[src/hw/rtl/assert_macros.svh]
`ifndef ASSERT_MACROS_SVH
`define ASSERT_MACROS_SVH

// property checked at every rising edge, off while reset is low
`define ORB_ASSERT(lbl, clk, rst_n, prop, msg) \
    lbl: assert property (@(posedge clk) disable iff (!(rst_n)) (prop)) else $error(msg);

// condition in one cycle implies outcome in the next
`define ORB_ASSERT_NEXT(lbl, clk, rst_n, pre, post, msg) \
    lbl: assert property (@(posedge clk) disable iff (!(rst_n)) (pre) |=> (post)) \
        else $error(msg);

`endif

[src/hw/rtl/orb_pkg.sv]
package orb_pkg;

    localparam int WORD_W  = 64;
    localparam int COUNT_W = 8;
    localparam int CAP_W   = 5;
    localparam int CMD_W   = 2;

    localparam logic [CAP_W-1:0] CAP_RESET = 5'd16;

    // command codes on the input channel
    localparam logic [CMD_W-1:0] CMD_APPEND = 2'd0;
    localparam logic [CMD_W-1:0] CMD_REMOVE = 2'd1;
    localparam logic [CMD_W-1:0] CMD_LIST   = 2'd2;

    // operation codes inside the queue
    localparam logic [1:0] OP_APPEND = 2'd0;
    localparam logic [1:0] OP_REMOVE = 2'd1;
    localparam logic [1:0] OP_LIST   = 2'd2;

    typedef logic [1:0] t_op;

    typedef struct packed {
        t_op                op;
        logic [WORD_W-1:0]  word;
        logic [COUNT_W-1:0] count;
    } t_op_item;

endpackage

[src/hw/rtl/orb_in_if.sv]
interface orb_in_if;
    import orb_pkg::*;

    logic               valid;
    logic               ready;
    logic [CMD_W-1:0]   cmd;
    logic [WORD_W-1:0]  entry_word;
    logic [COUNT_W-1:0] remove_count;

    modport source (output valid, output cmd, output entry_word, output remove_count,
                    input ready);
    modport sink   (input valid, input cmd, input entry_word, input remove_count,
                    output ready);
endinterface

[src/hw/rtl/orb_out_if.sv]
interface orb_out_if;
    import orb_pkg::*;

    logic              valid;
    logic              ready;
    logic [WORD_W-1:0] entry_word_res;
    logic              last_flag;

    modport source (output valid, output entry_word_res, output last_flag, input ready);
    modport sink   (input valid, input entry_word_res, input last_flag, output ready);
endinterface

[src/hw/rtl/orb_front.sv]
`include "assert_macros.svh"

module orb_front
    import orb_pkg::*;
(
    input  logic     i_clk,
    input  logic     i_rst_n,
    orb_in_if.sink   i_in,
    output t_op_item o_item,
    output logic     o_q_valid,
    input  logic     i_pop
);

    t_op_item   r_q [2];
    logic       r_wr_ptr;
    logic       r_rd_ptr;
    logic [1:0] r_count;

    t_op  cls_op;
    logic cls_ok;
    logic accept;
    logic push;
    logic pop;

    always_comb begin
        cls_op = OP_APPEND;
        cls_ok = 1'b1;
        case (i_in.cmd)
            CMD_APPEND: cls_op = OP_APPEND;
            CMD_REMOVE: cls_op = OP_REMOVE;
            CMD_LIST:   cls_op = OP_LIST;
            default:    cls_ok = 1'b0;
        endcase
    end

    assign i_in.ready = (r_count != 2'd2);
    assign accept     = i_in.valid && i_in.ready;
    // unused codes are taken and dropped here
    assign push       = accept && cls_ok;
    assign pop        = i_pop && (r_count != 2'd0);
    assign o_q_valid  = (r_count != 2'd0);
    assign o_item     = r_q[r_rd_ptr];

    always_ff @(posedge i_clk) begin
        if (push) begin
            r_q[r_wr_ptr] <= '{op: cls_op, word: i_in.entry_word, count: i_in.remove_count};
        end
    end

    always_ff @(posedge i_clk) begin
        if (!i_rst_n) begin
            r_wr_ptr <= 1'b0;
            r_rd_ptr <= 1'b0;
            r_count  <= 2'd0;
        end else begin
            if (push) begin
                r_wr_ptr <= ~r_wr_ptr;
            end
            if (pop) begin
                r_rd_ptr <= ~r_rd_ptr;
            end
            case ({push, pop})
                2'b10:   r_count <= r_count + 2'd1;
                2'b01:   r_count <= r_count - 2'd1;
                default: r_count <= r_count;
            endcase
        end
    end

    `ORB_ASSERT(a_count_bound, i_clk, i_rst_n, r_count <= 2'd2, "queue count out of range")
    `ORB_ASSERT_NEXT(a_drop_unused, i_clk, i_rst_n, accept && !cls_ok && !pop,
        $stable(r_count), "unused command entered the queue")
    `ORB_ASSERT_NEXT(a_push_grows, i_clk, i_rst_n, push && !pop,
        r_count == $past(r_count) + 2'd1, "push did not grow the queue")

endmodule

[src/hw/rtl/orb_back.sv]
`include "assert_macros.svh"

module orb_back
    import orb_pkg::*;
#(
    parameter int DEPTH       = 16,
    parameter int ENTRY_WIDTH = 64
) (
    input  logic             i_clk,
    input  logic             i_rst_n,
    input  logic             i_cfg_we,
    input  logic [CAP_W-1:0] i_cfg_wdata,
    input  t_op_item         i_item,
    input  logic             i_q_valid,
    output logic             o_pop,
    orb_out_if.source        o_out
);

    localparam int IW = (DEPTH > 1) ? $clog2(DEPTH) : 1;
    localparam int FW = $clog2(DEPTH + 1);
    localparam int SW = FW + 1;

    localparam logic S_IDLE = 1'b0;
    localparam logic S_LIST = 1'b1;

    logic [ENTRY_WIDTH-1:0] mem [DEPTH];

    logic                   r_state;
    logic [IW-1:0]          r_head;
    logic [FW-1:0]          r_fill;
    logic [CAP_W-1:0]       r_cap;
    logic [FW-1:0]          r_idx;
    logic                   r_out_valid;
    logic [ENTRY_WIDTH-1:0] r_mem_q;
    logic                   r_last;

    logic [FW-1:0] cap_eff;
    logic [FW-1:0] cfg_eff;
    logic          rd_en;
    logic          rd_last;
    logic [IW-1:0] rd_addr;
    logic          wr_en;
    logic [IW-1:0] wr_addr;
    logic          rm_ok;

    function automatic logic [FW-1:0] eff_cap(input logic [CAP_W-1:0] c);
        logic [FW-1:0] e;
        if (c == '0) begin
            e = FW'(1);
        end else if (int'(c) > DEPTH) begin
            e = FW'(DEPTH);
        end else begin
            e = FW'(c);
        end
        return e;
    endfunction

    // head + n stays below twice the depth, so one subtract wraps it
    function automatic logic [IW-1:0] wrap(input logic [IW-1:0] h, input logic [FW-1:0] n);
        logic [SW-1:0] s;
        s = SW'(h) + SW'(n);
        if (s >= SW'(DEPTH)) begin
            s = s - SW'(DEPTH);
        end
        return IW'(s);
    endfunction

    assign cap_eff = eff_cap(r_cap);
    assign cfg_eff = eff_cap(i_cfg_wdata);
    assign o_pop   = (r_state == S_IDLE) && i_q_valid;
    assign rm_ok   = i_item.count <= COUNT_W'(r_fill);
    assign wr_en   = o_pop && (i_item.op == OP_APPEND);
    assign wr_addr = wrap(r_head, r_fill);
    assign rd_en   = (r_state == S_LIST) && (!r_out_valid || o_out.ready);
    assign rd_addr = wrap(r_head, r_idx);
    assign rd_last = (r_idx == r_fill - FW'(1));

    always_ff @(posedge i_clk) begin
        if (wr_en) begin
            mem[wr_addr] <= i_item.word[ENTRY_WIDTH-1:0];
        end
        // read register doubles as the output register, held while stalled
        if (rd_en) begin
            r_mem_q <= mem[rd_addr];
            r_last  <= rd_last;
        end
    end

    always_ff @(posedge i_clk) begin
        if (!i_rst_n) begin
            r_state     <= S_IDLE;
            r_head      <= '0;
            r_fill      <= '0;
            r_cap       <= CAP_RESET;
            r_idx       <= '0;
            r_out_valid <= 1'b0;
        end else begin
            if (i_cfg_we) begin
                r_cap <= i_cfg_wdata;
                if (r_fill > cfg_eff) begin
                    r_head <= wrap(r_head, r_fill - cfg_eff);
                    r_fill <= cfg_eff;
                end
            end else if (o_pop) begin
                case (i_item.op)
                    OP_APPEND: begin
                        if (r_fill >= cap_eff) begin
                            r_head <= wrap(r_head, FW'(1));
                        end else begin
                            r_fill <= r_fill + FW'(1);
                        end
                    end
                    OP_REMOVE: begin
                        if (rm_ok) begin
                            r_head <= wrap(r_head, FW'(i_item.count));
                            r_fill <= r_fill - FW'(i_item.count);
                        end
                    end
                    OP_LIST: begin
                        if (r_fill != '0) begin
                            r_state <= S_LIST;
                            r_idx   <= '0;
                        end
                    end
                    default: begin
                    end
                endcase
            end

            if (rd_en) begin
                r_idx <= r_idx + FW'(1);
                if (rd_last) begin
                    r_state <= S_IDLE;
                end
            end

            if (rd_en) begin
                r_out_valid <= 1'b1;
            end else if (o_out.ready) begin
                r_out_valid <= 1'b0;
            end
        end
    end

    assign o_out.valid          = r_out_valid;
    assign o_out.entry_word_res = WORD_W'(r_mem_q);
    assign o_out.last_flag      = r_last;

    `ORB_ASSERT(a_fill_bound, i_clk, i_rst_n, r_fill <= cap_eff, "fill above capacity")
    `ORB_ASSERT(a_list_index, i_clk, i_rst_n, (r_state != S_LIST) || (r_idx < r_fill),
        "list index beyond fill")
    `ORB_ASSERT_NEXT(a_remove_ignored, i_clk, i_rst_n,
        o_pop && (i_item.op == OP_REMOVE) && !rm_ok && !i_cfg_we,
        $stable(r_fill) && $stable(r_head), "oversized remove changed state")

endmodule

[src/hw/rtl/overwriting_ring_buffer_core.sv]
// Ring buffer that keeps the newest entries up to a programmable capacity.
// Input channel i_in: cmd append (stores entry_word, dropping the oldest
// entry when full), remove (drops remove_count oldest entries, ignored if
// larger than the fill) or list (replays all held entries, oldest first).
// Output channel o_out: one beat per held entry during a list, last_flag
// high on the final beat; an empty buffer lists nothing.
// Capacity register: i_cfg_we / i_cfg_wdata; the user must write it only while
// idle, which the block itself does not enforce; zero acts as one, values
// above DEPTH act as DEPTH, and lowering it drops the oldest entries down to
// the new capacity. An accepted command waits in the command queue and
// takes effect when the execute unit pops it; list beats go from the entry
// memory through the read register to o_out. No command is popped while a
// list runs; a list gives one beat per cycle unless o_out stalls, set by
// the single read port of the entry memory. A two-deep command queue lets
// input beats be taken while a list drains.
// Reset: buffer empty, capacity 16; entry memory is not cleared.
// A stall on o_out holds the current beat and pauses the list; the queue
// fills and then i_in.ready drops.
module overwriting_ring_buffer_core
    import orb_pkg::*;
#(
    parameter int DEPTH       = 16,
    parameter int ENTRY_WIDTH = 64
) (
    input  logic             i_clk,
    input  logic             i_rst_n,
    input  logic             i_cfg_we,
    input  logic [CAP_W-1:0] i_cfg_wdata,
    orb_in_if.sink           i_in,
    orb_out_if.source        o_out
);

    t_op_item item;
    logic     q_valid;
    logic     pop;

    orb_front u_front (
        .i_clk     (i_clk),
        .i_rst_n   (i_rst_n),
        .i_in      (i_in),
        .o_item    (item),
        .o_q_valid (q_valid),
        .i_pop     (pop)
    );

    orb_back #(
        .DEPTH       (DEPTH),
        .ENTRY_WIDTH (ENTRY_WIDTH)
    ) u_back (
        .i_clk       (i_clk),
        .i_rst_n     (i_rst_n),
        .i_cfg_we    (i_cfg_we),
        .i_cfg_wdata (i_cfg_wdata),
        .i_item      (item),
        .i_q_valid   (q_valid),
        .o_pop       (pop),
        .o_out       (o_out)
    );

endmodule
[src/flat_wrapper.sv]
// flat-port wrapper written by rule: the top's interface ports become plain ports
module overwriting_ring_buffer_core_flat import orb_pkg::*;
#(
    parameter int DEPTH       = 16,
    parameter int ENTRY_WIDTH = 64
)
  (i_clk, i_rst_n, i_cfg_we, i_cfg_wdata, i_in_valid, i_in_cmd, i_in_entry_word, i_in_remove_count, i_in_ready, o_out_valid, o_out_entry_word_res, o_out_last_flag, o_out_ready);
  orb_in_if i_in_i ();
  orb_out_if o_out_i ();
  input  logic i_clk;
  input  logic i_rst_n;
  input  logic i_cfg_we;
  input  logic [CAP_W-1:0] i_cfg_wdata;
  input wire logic [$bits(i_in_i.valid)-1:0] i_in_valid;
  input wire logic [$bits(i_in_i.cmd)-1:0] i_in_cmd;
  input wire logic [$bits(i_in_i.entry_word)-1:0] i_in_entry_word;
  input wire logic [$bits(i_in_i.remove_count)-1:0] i_in_remove_count;
  output wire logic [$bits(i_in_i.ready)-1:0] i_in_ready;
  output wire logic [$bits(o_out_i.valid)-1:0] o_out_valid;
  output wire logic [$bits(o_out_i.entry_word_res)-1:0] o_out_entry_word_res;
  output wire logic [$bits(o_out_i.last_flag)-1:0] o_out_last_flag;
  input wire logic [$bits(o_out_i.ready)-1:0] o_out_ready;
  assign i_in_i.valid = i_in_valid;
  assign i_in_i.cmd = i_in_cmd;
  assign i_in_i.entry_word = i_in_entry_word;
  assign i_in_i.remove_count = i_in_remove_count;
  assign i_in_ready = i_in_i.ready;
  assign o_out_valid = o_out_i.valid;
  assign o_out_entry_word_res = o_out_i.entry_word_res;
  assign o_out_last_flag = o_out_i.last_flag;
  assign o_out_i.ready = o_out_ready;
  overwriting_ring_buffer_core #(.DEPTH(DEPTH), .ENTRY_WIDTH(ENTRY_WIDTH)) u_core (.i_clk(i_clk), .i_rst_n(i_rst_n), .i_cfg_we(i_cfg_we), .i_cfg_wdata(i_cfg_wdata), .i_in(i_in_i), .o_out(o_out_i));
endmodule
[config.mk]
export PLATFORM = sky130hd
export DESIGN_NAME = overwriting_ring_buffer_core_flat
export DESIGN_NICKNAME = d
export VERILOG_FILES = /design/src/hw/rtl/orb_pkg.sv /design/src/hw/rtl/orb_in_if.sv /design/src/hw/rtl/orb_out_if.sv /design/src/hw/rtl/orb_front.sv /design/src/hw/rtl/orb_back.sv /design/src/hw/rtl/overwriting_ring_buffer_core.sv /design/src/flat_wrapper.sv
export VERILOG_INCLUDE_DIRS = /design/src /design/src/hw/rtl
export SDC_FILE = /design/constraint.sdc
export NUM_CORES = 1
export LEC_CHECK = 0
export BUFFER_PORTS_ARGS = -buffer_cell sky130_fd_sc_hd__buf_2
export CAP_MARGIN = 20
export CORE_AREA = 2 2 276 278
export DETAILED_ROUTE_END_ITERATION = 16
export DIE_AREA = 0 0 278 280
export PLACE_DENSITY = 0.89
export SLEW_MARGIN = 40
export SYNTH_ARGS = -nofsm -noshare
export SYNTH_HDL_FRONTEND = slang
export SYNTH_SLANG_ARGS = --single-unit
[constraint.sdc]
create_clock -name i_clk -period 14.25 [get_ports i_clk]
set_clock_uncertainty 0.05 [all_clocks]
set_input_delay 1.425 -clock i_clk [delete_from_list [all_inputs] [get_ports i_clk]]
set_output_delay 1.425 -clock i_clk [all_outputs]
set_load 0.02 [all_outputs]
==> results.txt, run 1 <==
The flow ran to the end, and the final reports show no timing, DRC or antenna violations. After legalization and detailed placement, the total HPWL measured 59600 um. The finished cells cover 54300 um2. Across every metal layer, demand over resource in global routing totals 32.21%. The remaining number of nets flagged by the antenna check after routing was 0.

The largest net degree at the start of global routing is 73. The clock-pin slew reported for the worst setup and hold paths after clock tree synthesis came out at 70 ps. For the number of inserted diodes, the log shows 0. Broken down by cell family, the worst path's largest delay share belongs to buffers and inverters.

For this design the top-level I/O count stands at 151. For this run the aggregate overflow at the end of global routing stands at 0. For this run, design rule violations remaining after detail routing come to 0. IR analysis of the VDD net gives a maximum drop of 0.1274 mV. The logs give 39.52% for the normalized max-slew margin and 0 for the number of buffers added to fix hold violations after cts. The routed via count divided by cell count was 7.196; the arrival time at the worst endpoint was 5050 ps. Dividing the synthesized area by the synthesized cell count gives 20.51 um2. The complex-gate fraction of the synthesized area was 1.889%.

TritonCTS built the clock tree. The final critical delay including setup and external delays is 4681 ps, and the CTS buffer count is 114. The worst register-to-register path begins at u_core.u_back.r_idx[0]$_SDFFE_PN0P_. Leaving out fill and tap cells, the most frequent cells in the layout are edfxtp_1 (1237), nand2_1 (277), mux4_2 (256), buf_2 (150), clkbuf_16 (116).

The tools report the final number of max-transition violations as 0. The tightest min-delay check is of the flip-flop to flip-flop type. For the number of global-route vias before repair, the log shows 26770. The run gives 3631 as the filler-free cell count of the finished design. The worst-case hold path end point is u_core.u_back.r_idx[4]$_SDFFE_PN0P_. The power density over cell area is 175.2 nW/um2. The mapped netlist covers 48340 um2. The maximum cell stage delay along the critical path is 1070 ps. Port buffering added 150 buffers. Counting every sink on the clock net gives 1263. The sum of buffers and inverters on the critical path is 4.

The core region is 75190 um2. The number of setup buffers added after CTS is 0. Setup repair after global routing left no endpoint under its margin. The floorplan die area is 77840 um2, and the number of enable flip-flop cells after synthesis is 1237.

The max-cap violation count is 0, and the area of placed instances is 50620 um2. The H-tree depth was 3. Traced cell by cell, the critical path runs through ha_4, inv_1, fa_4, buf_12, buf_4, buf_6, mux4_2, nand2_1, and3_1, a31oi_1.

Of all nets on the critical path, the largest fanout is 68. In the finished design, the share of the clock period the worst path needs comes to 32.85%. In the synthesized netlist the dominant register cell turns out to be edfxtp_1. The most common library cell in the layout ignoring fill and taps was edfxtp_1.

Critical path's slowest cell: fa_4. In the final timing run, aggregate negative setup slack is 0 ps. Summing the areas of all fa, ha and maj instances in the mapped netlist gives 1.035% of the synthesized area.

The worst flop-to-flop path endpoint is u_core.u_back.o_out.entry_word_res[11]$_DFFE_PP_. The post-synthesis net count was 2478; the post-synthesis share of cell area spent on xor and xnor gates was 0.5358%. The hold violation total from the final report is 0. Main combinational cell family by area after synthesis: multiplexers. The synthesized netlist contains 51 unique library cells.

In this run, placement finished with an instance count of 3417. The analysis attributes to cell leakage a power of 17.83 nW. The critical path capture point type is a flip-flop. The global placer's final weighted congestion is 0.8228. STA classifies the critical path startpoint as a flip-flop.

For flop-to-flop paths, the worst setup slack is 9570 ps. For the pin with the worst max-slew slack, the measured transition is 907.2 ps. For this configuration, the core starts out at a cell density of 64.29%.

The classification of the worst setup path was flip-flop to flip-flop. The run gives 179400 um as the wire length of the first global-routing pass. The area fraction in and, or, nand and nor cells after synthesis is 3.844%, and the clock insertion delay at the later pin of the skew report is 700 ps. The maximum clock frequency is 213.6 MHz. For the initial antenna violation count, the log shows 0. The worst hold path begins at u_core.u_back.r_idx[4]$_SDFFE_PN0P_. For this run, the number of Yosys warnings is 0. The flip-flop and latch count after synthesis works out to 1263.

The tools report the cell at the root of the clock tree as clkbuf_16. The first TritonRoute pass finished after 6 iterations. In the final layout, the share of cells above drive strength 1 is 27.03%.

The iteration-0 DRC count of the detailed router came out at 4431. Synthesis produced 2357 cells. The floorplan has 101 rows. The clock passes through at most 3 buffers. The final wirelength came out at 129100 um. The overall die height is 280 um, and the overall die width is 278 um. For the worst setup path, the data required time is 14620 ps.

Setup violations remaining at the end of the flow were counted as 0. The async set or reset register ratio after synthesis is 0%, and the utilization after layout is 72.22%. The portion of synthesized area spent on multiplexers is 13.68%.

The cell count of the worst hold path works out to 1. Power comes to 9.515 mW. The post-CTS resize count is 0. Relative to the synthesized area, the layout overhead comes to 12.33%. Sequential cells were found to cover 77.92% of the synthesized design area.

For the worst flop-to-flop path, the logic depth is 10. The routed layout has 26130 vias. After detailed routing, the average wire length per cell comes to 35.55 um.

For this run, the post-layout net count is 2678.
[routing by layer]
layer  up-vias  track usage [%]  routed length (um)
met5         -                0                   0
met4         0            16.38                6946
met3       445            5.596               14610
met2      2625            53.30               64890
met1     13090            41.97               42640
li1       9966                -                   -
[synthesized netlist by cell type, drive strengths merged (6+ instances only)]
| library cell | instances | area share [%] |
|---|---|---|
| nand2 | 278 | 2.2 |
| mux2 | 68 | 1.6 |
| edfxtp | 1237 | 77 |
| dfxtp | 26 | 1.1 |
| xnor2 | 18 | 0.33 |
| inv | 21 | 0.16 |
| o21ai | 10 | 0.10 |
| nand3 | 8 | 0.083 |
| xor2 | 9 | 0.16 |
| ha | 32 | 0.83 |
| nor2 | 48 | 0.39 |
| mux2i | 7 | 0.17 |
| a21oi | 23 | 0.24 |
| clkbuf | 70 | 0.54 |
| nor3 | 9 | 0.093 |
| a21o | 6 | 0.093 |
| a31oi | 69 | 0.89 |
| and3 | 68 | 0.88 |
| mux4 | 256 | 12 |
| buf | 39 | 0.39 |
[flip-flops by register name (all words and copies together) (netlist names), named ones only]
register and flops:
u_core.u_front.r_q 148, u_core.u_front.r_wr_ptr 1, u_core.u_back.r_head 4, u_core.u_back.r_cap 5, u_core.u_front.r_rd_ptr 1, u_core.u_back.r_idx 5
u_core.u_back.o_out.last_flag 1, u_core.u_back.r_fill 5, u_core.u_back.o_out.entry_word_res 64, u_core.u_back.o_out.valid 1, u_core.u_front.r_count 2, u_core.u_back.mem 1024
u_core.u_back.r_state 1
[area by class of cell]
| cell class | instances | area (um2) |
|---|---|---|
| Timing Repair Buffer | 193 | 1330 |
| Sequential cell | 1263 | 37670 |
| Multi-Input combinational cell | 964 | 10380 |
| Tap cell | 978 | 1224 |
| Clock buffer | 137 | 3002 |
| Inverter | 21 | 81.33 |
| Fill cell | 3863 | 20890 |
| Clock inverter | 75 | 618.1 |
[worst max-delay path by stage]
stage / startpoint / end / slack (ps) / depth (start not counted)
3_5_place_dp: u_core.u_back.r_idx[0]$_SDFFE_PN0P_ / u_core.u_back.o_out.entry_word_res[11]$_DFFE_PP_ / 9760 / 10
4_1_cts: u_core.u_back.r_head[1]$_SDFFE_PN0P_ / u_core.u_back.o_out.entry_word_res[11]$_DFFE_PP_ / 9720 / 9
2_1_floorplan: i_in_cmd[1] / u_core.u_front.r_q[0][0]$_DFFE_PP_ / 8950 / 3
3_3_place_gp: u_core.u_back.r_head[1]$_SDFFE_PN0P_ / u_core.u_back.o_out.entry_word_res[20]$_DFFE_PP_ / 9280 / 8
6_report: u_core.u_back.r_idx[0]$_SDFFE_PN0P_ / u_core.u_back.o_out.entry_word_res[11]$_DFFE_PP_ / 9570 / 10
5_1_grt: u_core.u_back.r_idx[0]$_SDFFE_PN0P_ / u_core.u_back.o_out.entry_word_res[14]$_DFFE_PP_ / 9510 / 10
[through the flow]
stage	setup WS [ps]	hold slack (ps)
2_1_floorplan	8947	398.3
3_3_place_gp	9283	414.1
3_5_place_dp	9763	428.6
4_1_cts	9720	435.1
5_1_grt	9509	452.2
6_report	9569	440.5
[logic make-up (layout without fill, tap and decap cells)]
group	after synthesis	after routing
AO/OA/AOI/OAI	140	140
AND/OR/NAND/NOR	428	428
XOR/XNOR	28	28
multiplexers	331	331
adder cells (fa/ha/maj)	37	37
buffers and inverters	130	426
flip-flops	1263	1263
[power by group]
part | total (mW) | switching [mW] | internal (mW) | leakage, nW
Sequential | 4.58 | 0.0810 | 4.50 | 11.4
Clock | 3.06 | 1.41 | 1.65 | 1.77
Combinational | 1.88 | 1.15 | 0.726 | 4.68
Total | 9.52 | 2.64 | 6.87 | 17.8
[worst reg2reg max path: cells and delay by family, from the launching register on]
family	cells	cell delay [ps]
AOI/OAI and AO/OA	1	60
adders and majority gates	2	1270
buffers and inverters	4	1690
DFF	1	510
muxes	1	540
and+or+nand+nor	2	300
Note: power is estimated with default switching activity, not from simulation.
==> run 2, diff against run 1 <==
--- a/config.mk
+++ b/config.mk
@@ -8,10 +8,10 @@
 export LEC_CHECK = 0
 export BUFFER_PORTS_ARGS = -buffer_cell sky130_fd_sc_hd__buf_2
 export CAP_MARGIN = 20
-export CORE_AREA = 2 2 276 278
+export CORE_AREA = 2 2 283 285
 export DETAILED_ROUTE_END_ITERATION = 16
-export DIE_AREA = 0 0 278 280
-export PLACE_DENSITY = 0.89
+export DIE_AREA = 0 0 285 287
+export PLACE_DENSITY = 0.86
 export SLEW_MARGIN = 40
 export SYNTH_ARGS = -nofsm -noshare
 export SYNTH_HDL_FRONTEND = slang
==> constraint.sdc (replaced) <==
create_clock -name i_clk -period 4.8 [get_ports i_clk]
set_clock_uncertainty 0.05 [all_clocks]
set_input_delay 0.48 -clock i_clk [delete_from_list [all_inputs] [get_ports i_clk]]
set_output_delay 0.48 -clock i_clk [all_outputs]
set_load 0.02 [all_outputs]
==> results.txt, run 2 (same netlist as run 1, synthesis figures left out) <==
The flow ran to the end, and the final reports show no timing, DRC or antenna violations. The sum of buffers and inverters on the critical path was 3 (-1); the maximum cell stage delay along the critical path was 1160 ps (+90 ps). The critical path's slowest cell is fa_4.

The run gives 27410 (+2.4%) as the number of global-route vias before repair. The number of inserted diodes was 0 (unchanged); the share of layout cells above drive strength 1 was 27.20% (+0.17 points). The sum of negative setup slack is 0 ps (unchanged). The overall die height was 287 um (+2.5%); the floorplan die area was 81800 um2 (+5.1%).

The number of flip-flops in the largest register is 1024 (unchanged), and the slack of the worst reg-to-reg path is 1180 ps (-8390 ps). The hold violation total from the final report is 0 (unchanged). The critical path startpoint category was a flip-flop. In this run the worst hold path is classified as input port to flip-flop.

The cell count of the worst reg-to-reg path was 8 (-2); the cell leakage power was 18.52 nW (+3.9%). The top-level I/O count was 151 (unchanged). The logs give 26320 (+0.73%) for the total number of vias and 4010 ps (-1040 ps) for the arrival time at the worst endpoint. Final setup violation count: 0 (unchanged). The clock-pin slew reported for the worst setup and hold paths after clock tree synthesis was 70 ps (about the same).

The worst register-to-register path ends at u_core.u_back.o_out.entry_word_res[47]$_DFFE_PP_. For the CTS buffer count, the log shows 115 (+0.88%). The logs give 0 (unchanged) for the global-route congestion overflow total and 58170 um (-2.4%) for the half-perimeter wire length after detailed placement.

The logs give 32.01% (-0.19 points) for the total routing resource utilization after global routing and 0 (unchanged) for the post-CTS resize count. The normalized max-slew margin was 41.49% (+2.0 points). Leaving out fill and tap cells, the most frequent cells in the layout are edfxtp_1 (1237), nand2_1 (277), mux4_2 (256), buf_2 (150), clkbuf_16 (119). The count of buffers from port buffering was 150 (unchanged). The routed via count divided by cell count came out at 6.920 (-3.8%).

The area of placed instances came out at 50970 um2 (+0.70%). The worst setup path is captured at a flip-flop. TritonCTS built the clock tree.

The cell count of the worst hold path works out to 3 (+2). The most common library cell in the layout ignoring fill and taps was edfxtp_1. The run gives 3 (unchanged) as the maximum number of buffers from clock root to sink. The initial antenna violation count is 1 (+1), and the clock insertion delay at the later pin of the skew report is 710 ps (about the same). The tools report the H-tree depth as 3 (unchanged). The remaining number of nets flagged by the antenna check after routing came out at 0 (unchanged). The final critical delay including setup and external delays works out to 3620 ps (-1061 ps).

The total of fill cells in the finished design was 4242 (+9.8%); the data required time at the worst endpoint was 5190 ps (-9430 ps). Number of nets in the finished design: 2777 (+3.7%). The worst register-to-register path begins at u_core.u_back.r_head[1]$_SDFFE_PN0P_. Initial core utilization: 61.49% (-2.8 points). The most numerous cell type found on the critical path is buf_12.

The maximum fanout count along the critical path was 35 (-49%). The number of placement rows is 103 (+2.0%). The placeable core area is 78610 um2 (+4.6%), and the mean routed wirelength per cell is 34.00 um (-4.4%). The detailed-routing iteration count for the pre-antenna-repair pass is 6 (unchanged). The number of buffers inserted to repair setup after CTS came out at 0 (unchanged). The final hold slack came out at 30.03 ps (-410.4 ps). The final number of max-transition violations is 0 (unchanged). The filler-free cell count of the finished design came out at 3804 (+4.8%).

The actual transition at the worst max-transition pin works out to 877.6 ps (-29.57 ps). The cell sitting at the root of the clock tree is a clkbuf_16. The classification of the worst setup path is flip-flop to flip-flop.

The power density over cell area was 524.0 nW/um2 (+200%). Post-layout instance area: 55940 um2 (+3.0%). Setup repair after global routing left no endpoint under its margin.

Traced cell by cell, the critical path runs through inv_1, fa_4, buf_12, buf_12, mux4_2, nand2_1, and3_1, a31oi_1. The run gives 3508 (+2.7%) as the post-placement cell count. The share of the cycle needed by the critical path after routing is 75.42% (+43 points). The tools report the DRC violations left as 0 (unchanged). Family with the most delay on the worst path: adder cells. Maximum clock frequency: 276.2 MHz (+29%).

The worst hold path terminates at u_core.u_back.r_cap[2]$_SDFFE_PN0P_. Ranked by flip-flop count, first place goes to u_core.u_back.mem. The overall die width is 285 um (+2.5%).

The maximum VDD drop is 0.3563 mV (+180%), and the final wirelength is 129300 um (+0.19%). The number of clock sinks is 1263 (unchanged). The global placer's final weighted congestion was 0.8001 (-2.8%). For the max-cap violation count, the log shows 0 (unchanged).

The tools report the largest net degree at the start of global routing as 129 (+77%). The worst min-delay path startpoint was i_cfg_wdata[2]. The wire length of the first global-routing pass was 187100 um (+4.3%); the synthesis-to-layout area growth was 15.72%.

The total power is 29.31 mW (+210%), and the iteration-0 DRC count of the detailed router is 4170 (-5.9%).
[run 2: cell type report]
cell class | instances | area [um2] | area share [%]
flip-flops and latches | 1263 | 37670 | 67.34
repair buffers | 291 | 2424 | 4.332
clock buffers | 131 | 3002 | 5.366
clock inverters | 84 | 1085 | 1.939
multi-input cells | 964 | 10360 | 18.53
well taps | 1050 | 1314 | 2.348
inverters | 21 | 83.83 | 0.1499
[run 2: how the worst max path moves through the flow]
stage,from,end,cells past startpoint
after floorplan,u_core.u_back.r_fill[1]$_SDFFE_PN0P_,u_core.u_back.mem[10][0]$_DFFE_PP_,6
after global placement,u_core.u_back.r_head[1]$_SDFFE_PN0P_,u_core.u_back.o_out.entry_word_res[29]$_DFFE_PP_,7
after detailed placement,u_core.u_back.r_head[1]$_SDFFE_PN0P_,u_core.u_back.o_out.entry_word_res[31]$_DFFE_PP_,7
after CTS,u_core.u_back.r_head[1]$_SDFFE_PN0P_,u_core.u_back.o_out.entry_word_res[47]$_DFFE_PP_,7
after global routing,u_core.u_back.r_fill[1]$_SDFFE_PN0P_,u_core.u_back.mem[10][18]$_DFFE_PP_,7
final,u_core.u_back.r_head[1]$_SDFFE_PN0P_,u_core.u_back.o_out.entry_word_res[47]$_DFFE_PP_,8
[run 2: what timing repair did]
action	CTS	global route
endpoints found under the hold margin	145	0
hold buffers	75	0
setup endpoints to repair	0	0
[run 2: power breakdown]
| group | total (mW) | switching (mW) | internal, mW |
|---|---|---|---|
| logic | 5.65 | 3.39 | 2.27 |
| clock network | 10.1 | 4.25 | 5.84 |
| registers | 13.6 | 0.228 | 13.3 |
| total | 29.3 | 7.86 | 21.5 |
[run 2: metal layers]
metal	routed length (um)	track usage, %
met5	0	0
met4	7030	16.48
met3	14660	6.294
met2	65020	53.19
met1	42630	40.80
[run 2: stage by stage]
| step | worst slack (ps) | utilization [%] |
|---|---|---|
| final | 1180 | 71.16 |
| after global routing | 1007 | 71.16 |
| after CTS | 1137 | 70.99 |
| after detailed placement | 1252 | 64.84 |
| after global placement | 1359 | 64.80 |
| after floorplan | 25.94 | - |
[run 2: worst register-to-register path, stage by stage, from the launching register on]
cell and delay, ps:
dfxtp_1 470, inv_1 150, fa_4 1160, buf_12 290, buf_12 270, mux4_2 290
nand2_1 70, and3_1 230, a31oi_1 380
